### src/rtl/kda_pkg.sv
`timescale 1ns / 1ps

package kda_pkg;

  // default widths of the key code and the tick time
  localparam int KEY_BITS_DEF  = 8;
  localparam int TIME_BITS_DEF = 32;

  // configuration register file
  localparam int CFG_IDX_BITS  = 3;
  localparam int CFG_DATA_BITS = 16;
  localparam int DELAY_BITS    = 16;
  localparam int NOKEY_BITS    = 8;

  localparam logic [CFG_IDX_BITS-1:0] REG_ENABLE       = 3'd0;
  localparam logic [CFG_IDX_BITS-1:0] REG_DEBOUNCE     = 3'd1;
  localparam logic [CFG_IDX_BITS-1:0] REG_FIRST_REPEAT = 3'd2;
  localparam logic [CFG_IDX_BITS-1:0] REG_REPEAT       = 3'd3;
  localparam logic [CFG_IDX_BITS-1:0] REG_NO_KEY       = 3'd4;

  // register reset values
  localparam logic [DELAY_BITS-1:0] DEBOUNCE_RST     = 16'd20;
  localparam logic [DELAY_BITS-1:0] FIRST_REPEAT_RST = 16'd500;
  localparam logic [DELAY_BITS-1:0] REPEAT_RST       = 16'd100;
  localparam logic [NOKEY_BITS-1:0] NO_KEY_RST       = 8'd0;

  // tracker mode
  typedef enum logic [1:0] {
    MODE_READY  = 2'd0,
    MODE_NEW    = 2'd1,
    MODE_REPEAT = 2'd2
  } kda_mode_t;

  // configuration as seen by the tracker
  typedef struct packed {
    logic                  enable;
    logic [DELAY_BITS-1:0] debounce_delay;
    logic [DELAY_BITS-1:0] first_repeat_delay;
    logic [DELAY_BITS-1:0] repeat_delay;
    logic [NOKEY_BITS-1:0] no_key_code;
  } kda_cfg_t;

endpackage

### src/rtl/key_debounce_autorepeat.sv
`timescale 1ns / 1ps

// Debounced key scanner with typematic repeat. Each input transaction is one
// tick: the free-running time and the scanned key code. A key must hold
// debounce_delay ticks before its first press is reported, then repeats after
// first_repeat_delay and every repeat_delay ticks after that; the no-key code
// returns the tracker to ready. One tick is taken every clock cycle unless the
// output register is full and not drained; each report lands in a single
// output register that is refilled in the cycle it is taken. Deadlines wrap
// modulo 2^TIME_BITS and are compared unsigned. The user writes configuration
// through cfg_we/cfg_index/cfg_wdata only while no tick is in flight; the
// block does not enforce this. Writing the enable register restarts the tracker.
module key_debounce_autorepeat #(
  parameter int KEY_BITS  = kda_pkg::KEY_BITS_DEF,
  parameter int TIME_BITS = kda_pkg::TIME_BITS_DEF
) (
  input  logic clk,
  input  logic rst_n,
  // configuration write port
  input  logic                              cfg_we,
  input  logic [kda_pkg::CFG_IDX_BITS-1:0]  cfg_index,
  input  logic [kda_pkg::CFG_DATA_BITS-1:0] cfg_wdata,
  // tick input
  input  logic in_tvalid,
  output logic in_tready,
  // tdata: now, key_code, zero pad
  input  logic [((TIME_BITS+KEY_BITS+7)/8)*8-1:0] in_tdata,
  // key report output
  output logic out_tvalid,
  input  logic out_tready,
  // tdata: pressed_key, zero pad
  output logic [((KEY_BITS+7)/8)*8-1:0] out_tdata
);
  import kda_pkg::*;

  localparam int OUT_W = ((KEY_BITS + 7) / 8) * 8;

  kda_cfg_t             cfg_r;
  logic                 in_accept;
  logic                 cfg_clear;
  logic [TIME_BITS-1:0] in_now;
  logic [KEY_BITS-1:0]  in_key;
  logic                 trk_hit;
  logic [KEY_BITS-1:0]  trk_key;
  logic                 out_valid_r;
  logic [KEY_BITS-1:0]  out_key_r;

  assign in_now    = in_tdata[TIME_BITS-1:0];
  assign in_key    = in_tdata[TIME_BITS+KEY_BITS-1:TIME_BITS];
  assign in_tready = !out_valid_r || out_tready;
  assign in_accept = in_tvalid && in_tready;
  assign cfg_clear = cfg_we && (cfg_index == REG_ENABLE);

  // configuration registers
  always_ff @(posedge clk) begin
    if (!rst_n) begin
      cfg_r.enable             <= 1'b0;
      cfg_r.debounce_delay     <= DEBOUNCE_RST;
      cfg_r.first_repeat_delay <= FIRST_REPEAT_RST;
      cfg_r.repeat_delay       <= REPEAT_RST;
      cfg_r.no_key_code        <= NO_KEY_RST;
    end else if (cfg_we) begin
      case (cfg_index)
        REG_ENABLE:       cfg_r.enable             <= cfg_wdata[0];
        REG_DEBOUNCE:     cfg_r.debounce_delay     <= cfg_wdata[DELAY_BITS-1:0];
        REG_FIRST_REPEAT: cfg_r.first_repeat_delay <= cfg_wdata[DELAY_BITS-1:0];
        REG_REPEAT:       cfg_r.repeat_delay       <= cfg_wdata[DELAY_BITS-1:0];
        REG_NO_KEY:       cfg_r.no_key_code        <= cfg_wdata[NOKEY_BITS-1:0];
        default:          ;
      endcase
    end
  end

  kda_tracker #(
    .KEY_BITS  (KEY_BITS),
    .TIME_BITS (TIME_BITS)
  ) u_tracker (
    .clk      (clk),
    .rst_n    (rst_n),
    .step     (in_accept),
    .clear    (cfg_clear),
    .cfg      (cfg_r),
    .now      (in_now),
    .key_code (in_key),
    .hit      (trk_hit),
    .hit_key  (trk_key)
  );

  // output register, refilled in the cycle it drains
  always_ff @(posedge clk) begin
    if (!rst_n) begin
      out_valid_r <= 1'b0;
    end else if (in_accept && trk_hit) begin
      out_valid_r <= 1'b1;
    end else if (out_tready) begin
      out_valid_r <= 1'b0;
    end
  end

  always_ff @(posedge clk) begin
    if (in_accept && trk_hit) begin
      out_key_r <= trk_key;
    end
  end

  assign out_tvalid = out_valid_r;
  assign out_tdata  = OUT_W'(out_key_r);

  // a report is only raised while the tracker is enabled
  a_hit_enabled: assert property (@(posedge clk) disable iff (!rst_n)
    (in_accept && trk_hit) |-> cfg_r.enable)
    else $error("report raised while disabled");

  // a report always carries the key of the tick that raised it
  a_hit_key: assert property (@(posedge clk) disable iff (!rst_n)
    (in_accept && trk_hit) |-> (trk_key == in_key))
    else $error("report key differs from tick key");

  // a new transaction on the output needs a tick accepted just before
  a_out_source: assert property (@(posedge clk) disable iff (!rst_n)
    $rose(out_valid_r) |-> $past(in_accept))
    else $error("output raised without an accepted tick");

endmodule

### src/rtl/kda_tracker.sv
`timescale 1ns / 1ps

module kda_tracker #(
  parameter int KEY_BITS  = kda_pkg::KEY_BITS_DEF,
  parameter int TIME_BITS = kda_pkg::TIME_BITS_DEF
) (
  input  logic                 clk,
  input  logic                 rst_n,
  input  logic                 step,
  input  logic                 clear,
  input  kda_pkg::kda_cfg_t    cfg,
  input  logic [TIME_BITS-1:0] now,
  input  logic [KEY_BITS-1:0]  key_code,
  output logic                 hit,
  output logic [KEY_BITS-1:0]  hit_key
);
  import kda_pkg::*;

  kda_mode_t            mode_r, mode_nxt;
  logic [KEY_BITS-1:0]  held_key_r, held_key_nxt;
  logic [TIME_BITS-1:0] deadline_r, deadline_nxt;
  logic [DELAY_BITS-1:0] next_delay;
  logic                 is_no_key;

  assign is_no_key = (key_code == KEY_BITS'(cfg.no_key_code));
  assign hit_key   = held_key_r;

  // delay that follows a report: first repeat after the first press, else repeat
  always_comb begin
    case (mode_r)
      MODE_NEW: next_delay = cfg.first_repeat_delay;
      default:  next_delay = cfg.repeat_delay;
    endcase
  end

  // one tick of the debounce and repeat tracker
  always_comb begin
    mode_nxt     = mode_r;
    held_key_nxt = held_key_r;
    deadline_nxt = deadline_r;
    hit          = 1'b0;
    if (step && cfg.enable) begin
      if (is_no_key) begin
        mode_nxt = MODE_READY;
      end else if (mode_r == MODE_READY || held_key_r != key_code) begin
        held_key_nxt = key_code;
        mode_nxt     = MODE_NEW;
        deadline_nxt = now + TIME_BITS'(cfg.debounce_delay);
      end else if (now >= deadline_r) begin
        hit          = 1'b1;
        mode_nxt     = MODE_REPEAT;
        deadline_nxt = now + TIME_BITS'(next_delay);
      end
    end
    // a write to the enable register restarts the tracker
    if (clear) begin
      mode_nxt = MODE_READY;
    end
  end

  // tracker state
  always_ff @(posedge clk) begin
    if (!rst_n) begin
      mode_r     <= MODE_READY;
      held_key_r <= '0;
      deadline_r <= '0;
    end else begin
      mode_r     <= mode_nxt;
      held_key_r <= held_key_nxt;
      deadline_r <= deadline_nxt;
    end
  end

endmodule
### config.mk
export PLATFORM = sky130hd
export DESIGN_NAME = key_debounce_autorepeat
export DESIGN_NICKNAME = d
export VERILOG_FILES = /design/src/rtl/kda_pkg.sv /design/src/rtl/key_debounce_autorepeat.sv /design/src/rtl/kda_tracker.sv
export SDC_FILE = /design/constraint.sdc
export NUM_CORES = 1
export LEC_CHECK = 0
export BUFFER_PORTS_ARGS = -buffer_cell sky130_fd_sc_hd__buf_2
export CORE_MARGIN = 2
export CORE_UTILIZATION = 53
export CTS_CLUSTER_DIAMETER = 150
export DETAILED_ROUTE_END_ITERATION = 7
export PLACE_DENSITY = 0.84
export SYNTH_ARGS = -nofsm -noshare
export SYNTH_HDL_FRONTEND = slang
export SYNTH_HIERARCHICAL = 1
export SYNTH_SLANG_ARGS = --single-unit
### constraint.sdc
create_clock -name clk -period 4.07 [get_ports clk]
set_input_delay 0.814 -clock clk [delete_from_list [all_inputs] [get_ports clk]]
set_output_delay 0.814 -clock clk [all_outputs]
set_load 0.05 [all_outputs]
==> run_results.csv, run 1 <==
group,metric,value,unit
sta,finClkSkew,9.83,ps
clock_network,cts-root-buf,"clkbuf_16",
sta,drv_slew,0,
synthesis,synth_flop_cell,"dfxtp_1",
layout,nets,918,
layout,register_area,0.00224,mm^2
detailed_routing,vias,5190,
synthesis,synth_edf_count,8,
global_routing,antenna_found_initial,0,
detailed_routing,drtIter0Drc,266,
place,io_buffer_count,73,
power_and_ir_drop,ir_drop,0.177,mV
layout,final_common_cell,"nand2_1",
worst_setup_path,regToRegSetupSlack,420,ps
worst_hold_path,hp-class,"register to register",
worst_setup_path,critPathKind,"primary input to register",
synthesis,synth_nets,811,
worst_hold_path,hold_end,"cfg_r[43]",
synthesis,ys_warn_count,6,
worst_setup_path,startpoint_type,"primary input",
clock_network,cts_hold_buf,0,
worst_setup_path,cp-end-kind,"register",
power_and_ir_drop,total_leakage_power,3.31,nW
clock_network,clock_latency,350,ps
outcome,status,"finished with violations",
detailed_routing,wl_per_cell,15.1,um
floorplan,coreArea,0.0115,mm^2
layout,syn_to_final_growth,17.4,%
global_routing,grt_usage,22.6,%
worst_setup_path,cpPeakStageDelay,410,ps
place,placed_area,0.00709,mm^2
synthesis,yosysTopAreaCell,"dfxtp_1",
clock_network,path_clk_slew,70,ps
synthesis,synth.avg_cell_area,9.04,um^2
synthesis,synth.distinct_cells,55,
synthesis,synth-async-reset-ratio,0,%
layout,drive_above_1_share,19.5,%
layout,layout_common_cells,"nand2_1 (104), dfxtp_1 (100), mux2i_1 (91), buf_2 (72), buf_4 (54)",
floorplan,fp.dieH,113,um
floorplan,die-area,0.0128,mm^2
detailed_routing,drc,5,
layout,fillers,934,
sta,max_slew_margin,31.1,%
synthesis,synthCells,698,
synthesis,yosys.area.top_type_share,31.7,%
worst_setup_path,r2r_end,"u_tracker/deadline_r[30]",
clock_network,post_cts_buffers,0,
synthesis,synth_seq_area_share,35.5,%
sta,finalHoldViolCount,0,
detailed_routing,wl,14400,um
worst_setup_path,cp_max_fo,14,
worst_hold_path,holdPathStages,2,
flow_run,drv_cap,0,
global_routing,grt_pass1_wl,23500,um
clock_network,cts_tree,"yes",
sta,fmax,260,MHz
global_routing,grt_pass1_vias,4933,
clock_network,numCtsBuffers,9,
sta,finalSetupViolations,0,
global_routing,grt_max_degree,87,
worst_setup_path,critPathArrivalTime,4130,ps
sta,rsz0062_at_grt,"false",
worst_setup_path,crit_chain,"buf_2 -> xor2_1 -> nor4_2 -> o2111ai_2 -> buf_12 -> o21ai_0 -> ha_1 -> buf_4 -> inv_1 -> fa_1 -> nor2b_2 -> o31ai_1 -> a211oi_2 -> o21bai_1 -> and2_2 -> or3_1 -> a31oi_1",
worst_setup_path,reg2reg_from,"u_tracker/hit_key[6]",
synthesis,synth_area_leaders,"dfxtp_1 (32%), mux2i_1 (14%), ha_1 (9.5%)",
detailed_routing,drt-vias-per-instance,5.45,
layout,fin_util,64.3,%
synthesis,ys_seq_elements,108,
floorplan,chipWidth,113,um
layout,stdcell_area,0.00740,mm^2
sta,tightest_slew,1030,ps
layout,multi_input_area,0.00377,mm^2
clock_network,htreeDepth,3,
sta,post-route-period-util,94.6,%
worst_setup_path,rr_worst_depth,16,
layout,antenna_cells,0,
worst_hold_path,min_from,"cfg_r[43]",
synthesis,syn_area,0.00631,mm^2
floorplan,initial_core_util,54.8,%
detailed_routing,ant_nets,0,
clock_network,clock_sinks,108,
place,hpwl,10900,um
global_routing,grt_overflow,0,
worst_setup_path,worstPathRequired,4340,ps
worst_setup_path,cpMaxStageDelayCell,"fa_1",
floorplan,ios,74,
detailed_routing,dr.pass1.iters,7,
outcome,failed_checks,"design-rule violations",
floorplan,rows,39,
place,gp_congestion,0.848,
sta,period_needed,3850,ps
power_and_ir_drop,powerDensity,304,mW/mm^2
clock_network,clk_path_buf_depth,2,
synth_stat cells (3+ instances only):
master,n
mux2i_1,91
xor2_1,20
a21o_1,8
clkbuf_1,19
a31oi_1,4
and3_1,7
nand4_1,10
dfxtp_1,100
a211oi_1,4
nor3_1,4
o22ai_1,4
nor2b_1,38
nor2_1,22
ha_1,48
nand2_1,104
a21oi_1,33
nand3_1,8
xnor2_1,21
buf_4,3
and2_1,5
or2_2,3
edfxtp_1,8
buf_6,5
o21a_1,4
o211a_1,3
buf_2,3
o21ai_0,40
inv_1,38
nand2b_1,5
flip-flops by register name (all words and copies together) (netlist names):
name                  flops
cfg_r                    57
u_tracker/deadline_r     32
out_tdata                 8
u_tracker/hit_key         8
u_tracker/mode_r          2
out_tvalid                1
through the flow:
step	setup slack [ps]	hold WS, ps	power (mW)	cells	TNS (ps)
after floorplan	164	434	1.30	698	0
after global routing	7.96	478	2.34	953	0
final	219	461	2.25	953	0
after detailed placement	-515	449	1.43	937	-5180
after global placement	-432	442	1.42	937	-3640
after CTS	55.0	460	2.25	953	0
per-layer routing:
layer | global-route usage [%] | up-vias | routed length, um
met4 | 8.54 | 0 | 300
met5 | 0 | - | 0
met3 | 2.73 | 26 | 589
li1 | - | 2633 | -
met2 | 36.8 | 124 | 6540
met1 | 31.0 | 2407 | 6920
critical path, delay by kind of cell:
kind,cells,cell delay [ps]
buffers and inverters,4,440
XOR/XNOR,1,150
AND/OR/NAND/NOR,4,1070
AO/OA/AOI/OAI,6,1020
adder cells (fa/ha/maj),2,620
logic make-up (layout without fill, tap and decap cells):
logic type,Yosys count,count (layout),share of synthesized area [%]
adder cells (fa/ha/maj),49,49,9.84
multiplexers,92,92,14.6
AO/OA/AOI/OAI,120,120,12.1
buffers and inverters,69,181,5.20
AND/OR/NAND/NOR,219,219,17.0
flip-flops,108,108,35.5
XOR/XNOR,41,41,5.69
timing repair:
action                     in CTS  in global routing
pin swaps                       0                  2
setup endpoints to repair       8                 19
gates resized for setup         1                  5
worst max path at each step:
stage                             from                       end  cells after the start
after floorplan           in_tdata[35]  u_tracker/deadline_r[30]                     16
after global placement    in_tdata[35]  u_tracker/deadline_r[27]                     17
after detailed placement  in_tdata[35]  u_tracker/deadline_r[31]                     17
after CTS                 in_tdata[35]  u_tracker/deadline_r[30]                     17
after global routing      in_tdata[34]  u_tracker/deadline_r[30]                     17
final                     in_tdata[38]  u_tracker/deadline_r[30]                     17
power by group:
| part | total, mW | internal [mW] | switching (mW) |
|---|---|---|---|
| Combinational | 0.312 | 0.144 | 0.167 |
| Sequential | 1.10 | 1.09 | 0.0108 |
| Clock | 0.838 | 0.437 | 0.402 |
cell type report:
cell class	instances	area share (%)
multi-input cells	521	50.9
flip-flops and latches	108	30.3
repair buffers	127	10.6
clock buffers	10	3.23
well taps	143	2.42
inverters	38	1.93
clock inverters	6	0.591
Power figures use the tool's default switching activity.
==> run 2: changes to the inputs <==
--- a/config.mk
+++ b/config.mk
@@ -7,10 +7,10 @@
 export LEC_CHECK = 0
 export BUFFER_PORTS_ARGS = -buffer_cell sky130_fd_sc_hd__buf_2
 export CORE_MARGIN = 2
-export CORE_UTILIZATION = 53
+export CORE_UTILIZATION = 59
 export CTS_CLUSTER_DIAMETER = 150
 export DETAILED_ROUTE_END_ITERATION = 7
-export PLACE_DENSITY = 0.84
+export PLACE_DENSITY = 0.89
 export SYNTH_ARGS = -nofsm -noshare
 export SYNTH_HDL_FRONTEND = slang
 export SYNTH_HIERARCHICAL = 1
==> constraint.sdc (replaced) <==
create_clock -name clk -period 4.3 [get_ports clk]
set_input_delay 0.86 -clock clk [delete_from_list [all_inputs] [get_ports clk]]
set_output_delay 0.86 -clock clk [all_outputs]
set_load 0.05 [all_outputs]
==> run 2 against run 1 <==
Effect of this change: final cell count fell by 4.7%; register-to-register slack improved by 20 ps; total power fell by 15%; first-iteration DRC count rose by 15%; critical endpoint is now u_tracker/deadline_r[17]; sequential power fell by 5%; design area fell by 5.5%; largest cell class unchanged; the flow now finishes without violations; global-route usage rose by 2.5 points; sequential cell count did not move; clock-buffer cell count fell by 1.
==> run_results.csv, run 2 (same netlist as run 1, synthesis figures left out) <==
group,metric,value,unit
outcome,status,"finished, final reports clean",
clock_network,cts_hold_buf,0,
worst_hold_path,holdPathStages,2,
clock_network,path_clk_slew,100,ps
floorplan,die-area,0.0115,mm^2
layout,drive_above_1_share,14.9,%
detailed_routing,ant_nets,0,
layout,top_regs,"cfg_r x57, u_tracker/deadline_r x32",
floorplan,coreArea,0.0104,mm^2
layout,syn_to_final_growth,11.0,%
detailed_routing,drtIter0Drc,306,
layout,nets,880,
detailed_routing,drc,0,
global_routing,grt_usage,25.1,%
global_routing,antenna_found_initial,0,
floorplan,ios,74,
clock_network,clk_path_buf_depth,2,
layout,layout_common_cells,"nand2_1 (104), dfxtp_1 (100), mux2i_1 (91), buf_2 (73), ha_1 (48)",
global_routing,grt_overflow,0,
sta,finalSetupViolations,0,
sta,period_needed,4080,ps
detailed_routing,dr.pass1.iters,5,
place,hpwl,10900,um
worst_setup_path,critPathKind,"primary input to register",
global_routing,grt_max_degree,53,
sta,drv_slew,0,
worst_setup_path,regToRegSetupSlack,440,ps
layout,final_common_cell,"nand2_1",
place,placed_cells_incl_taps,892,
worst_hold_path,hp-class,"register to register",
power_and_ir_drop,powerDensity,272,mW/mm^2
floorplan,rows,37,
worst_setup_path,startpoint_type,"primary input",
sta,finalHoldViolCount,0,
detailed_routing,wl,14100,um
detailed_routing,drt-vias-per-instance,5.70,
floorplan,chipWidth,107,um
layout,largest_reg_flops,57,
detailed_routing,vias,5179,
sta,post-route-period-util,94.9,%
power_and_ir_drop,ir_drop,0.184,mV
worst_setup_path,r2r_end,"u_tracker/deadline_r[17]",
clock_network,post_cts_buffers,0,
sta,finClkSkew,19.9,ps
place,io_buffer_count,73,
global_routing,grt_pass1_wl,23100,um
layout,fin_cells,908,
layout,antenna_cells,0,
worst_setup_path,cp_max_fo,24,
power_and_ir_drop,total_leakage_power,3.07,nW
clock_network,clock_latency,390,ps
worst_setup_path,critPathArrivalTime,4320,ps
sta,tightest_slew,1060,ps
sta,max_slew_margin,29.2,%
floorplan,initial_core_util,60.8,%
floorplan,fp.dieH,107,um
clock_network,numCtsBuffers,9,
sta,rsz0062_at_grt,"false",
layout,top_register,"cfg_r",
clock_network,cts-root-buf,"clkbuf_8",
sta,fmax,245,MHz
clock_network,clock_sinks,108,
worst_setup_path,rr_worst_depth,16,
layout,fin_util,67.5,%
clock_network,cts_tree,"yes",
global_routing,grt_pass1_vias,5074,
sta,tns,0,ps
detailed_routing,wl_per_cell,15.5,um
worst_setup_path,worstPathRequired,4540,ps
sta,holdWs,469,ps
worst_hold_path,hold_end,"cfg_r[56]",
clock_network,cts.repair.resized,0,
flow_run,drv_cap,0,
clock_network,htreeDepth,3,
place,gp_congestion,0.996,
worst_setup_path,reg2reg_from,"u_tracker/hit_key[3]",
worst_hold_path,min_from,"cfg_r[56]",
worst_setup_path,cp-end-kind,"register",
run 2: per-layer routing:
metal	up-vias	GRT usage, %	routed length [um]
li1	2566	-	-
met1	2435	33.0	6390
met2	154	41.7	6730
met5	-	0	0
met3	24	3.45	706
met4	0	10.1	276
run 2: worst max-delay path: stages:
cell and delay [ps]:
buf_2 130, xor2_1 150, nor4_1 390, o2111ai_2 200, buf_4 250, o21ai_0 220
ha_1 320, a211o_1 310, o211ai_1 80, a21oi_1 100, a2111oi_0 530, buf_4 210
o31ai_1 60, buf_4 170, nand2_1 80, xor2_1 170, a21oi_1 90
run 2: stage by stage:
| stage | power (mW) | worst slack, ps | area (um^2) |
|---|---|---|---|
| after floorplan | 1.23 | 348 | 6310 |
| final | 1.91 | 219 | 7000 |
| after CTS | 1.92 | 350 | 7000 |
| after global routing | 1.98 | 7.81 | 7000 |
| after global placement | 1.31 | 69.1 | 6810 |
| after detailed placement | 1.33 | -29.5 | 6810 |
run 2: cell type report:
class	count	area, um^2
Sequential cell	108	2240
Inverter	38	143
Multi-Input combinational cell	521	3740
Tap cell	136	170
Clock buffer	9	124
Timing Repair Buffer	89	510
Fill cell	835	3370
Clock inverter	7	66.3
run 2: worst max-delay path by stage:
stage	slack, ps	endpoint	from
CTS	350	u_tracker/deadline_r[31]	in_tdata[35]
finish	220	u_tracker/deadline_r[17]	in_tdata[35]
detailed placement	-30	u_tracker/deadline_r[17]	in_tdata[35]
global route	8	u_tracker/deadline_r[27]	in_tdata[35]
floorplan	350	u_tracker/deadline_r[30]	in_tdata[35]
global placement	70	u_tracker/deadline_r[17]	in_tdata[35]
run 2: report_power, final:
group          leakage [nW]  internal (mW)  switching (mW)
clock network        0.0949          0.224           0.375
registers             0.900           1.03          0.0109
logic                  2.08          0.118           0.148
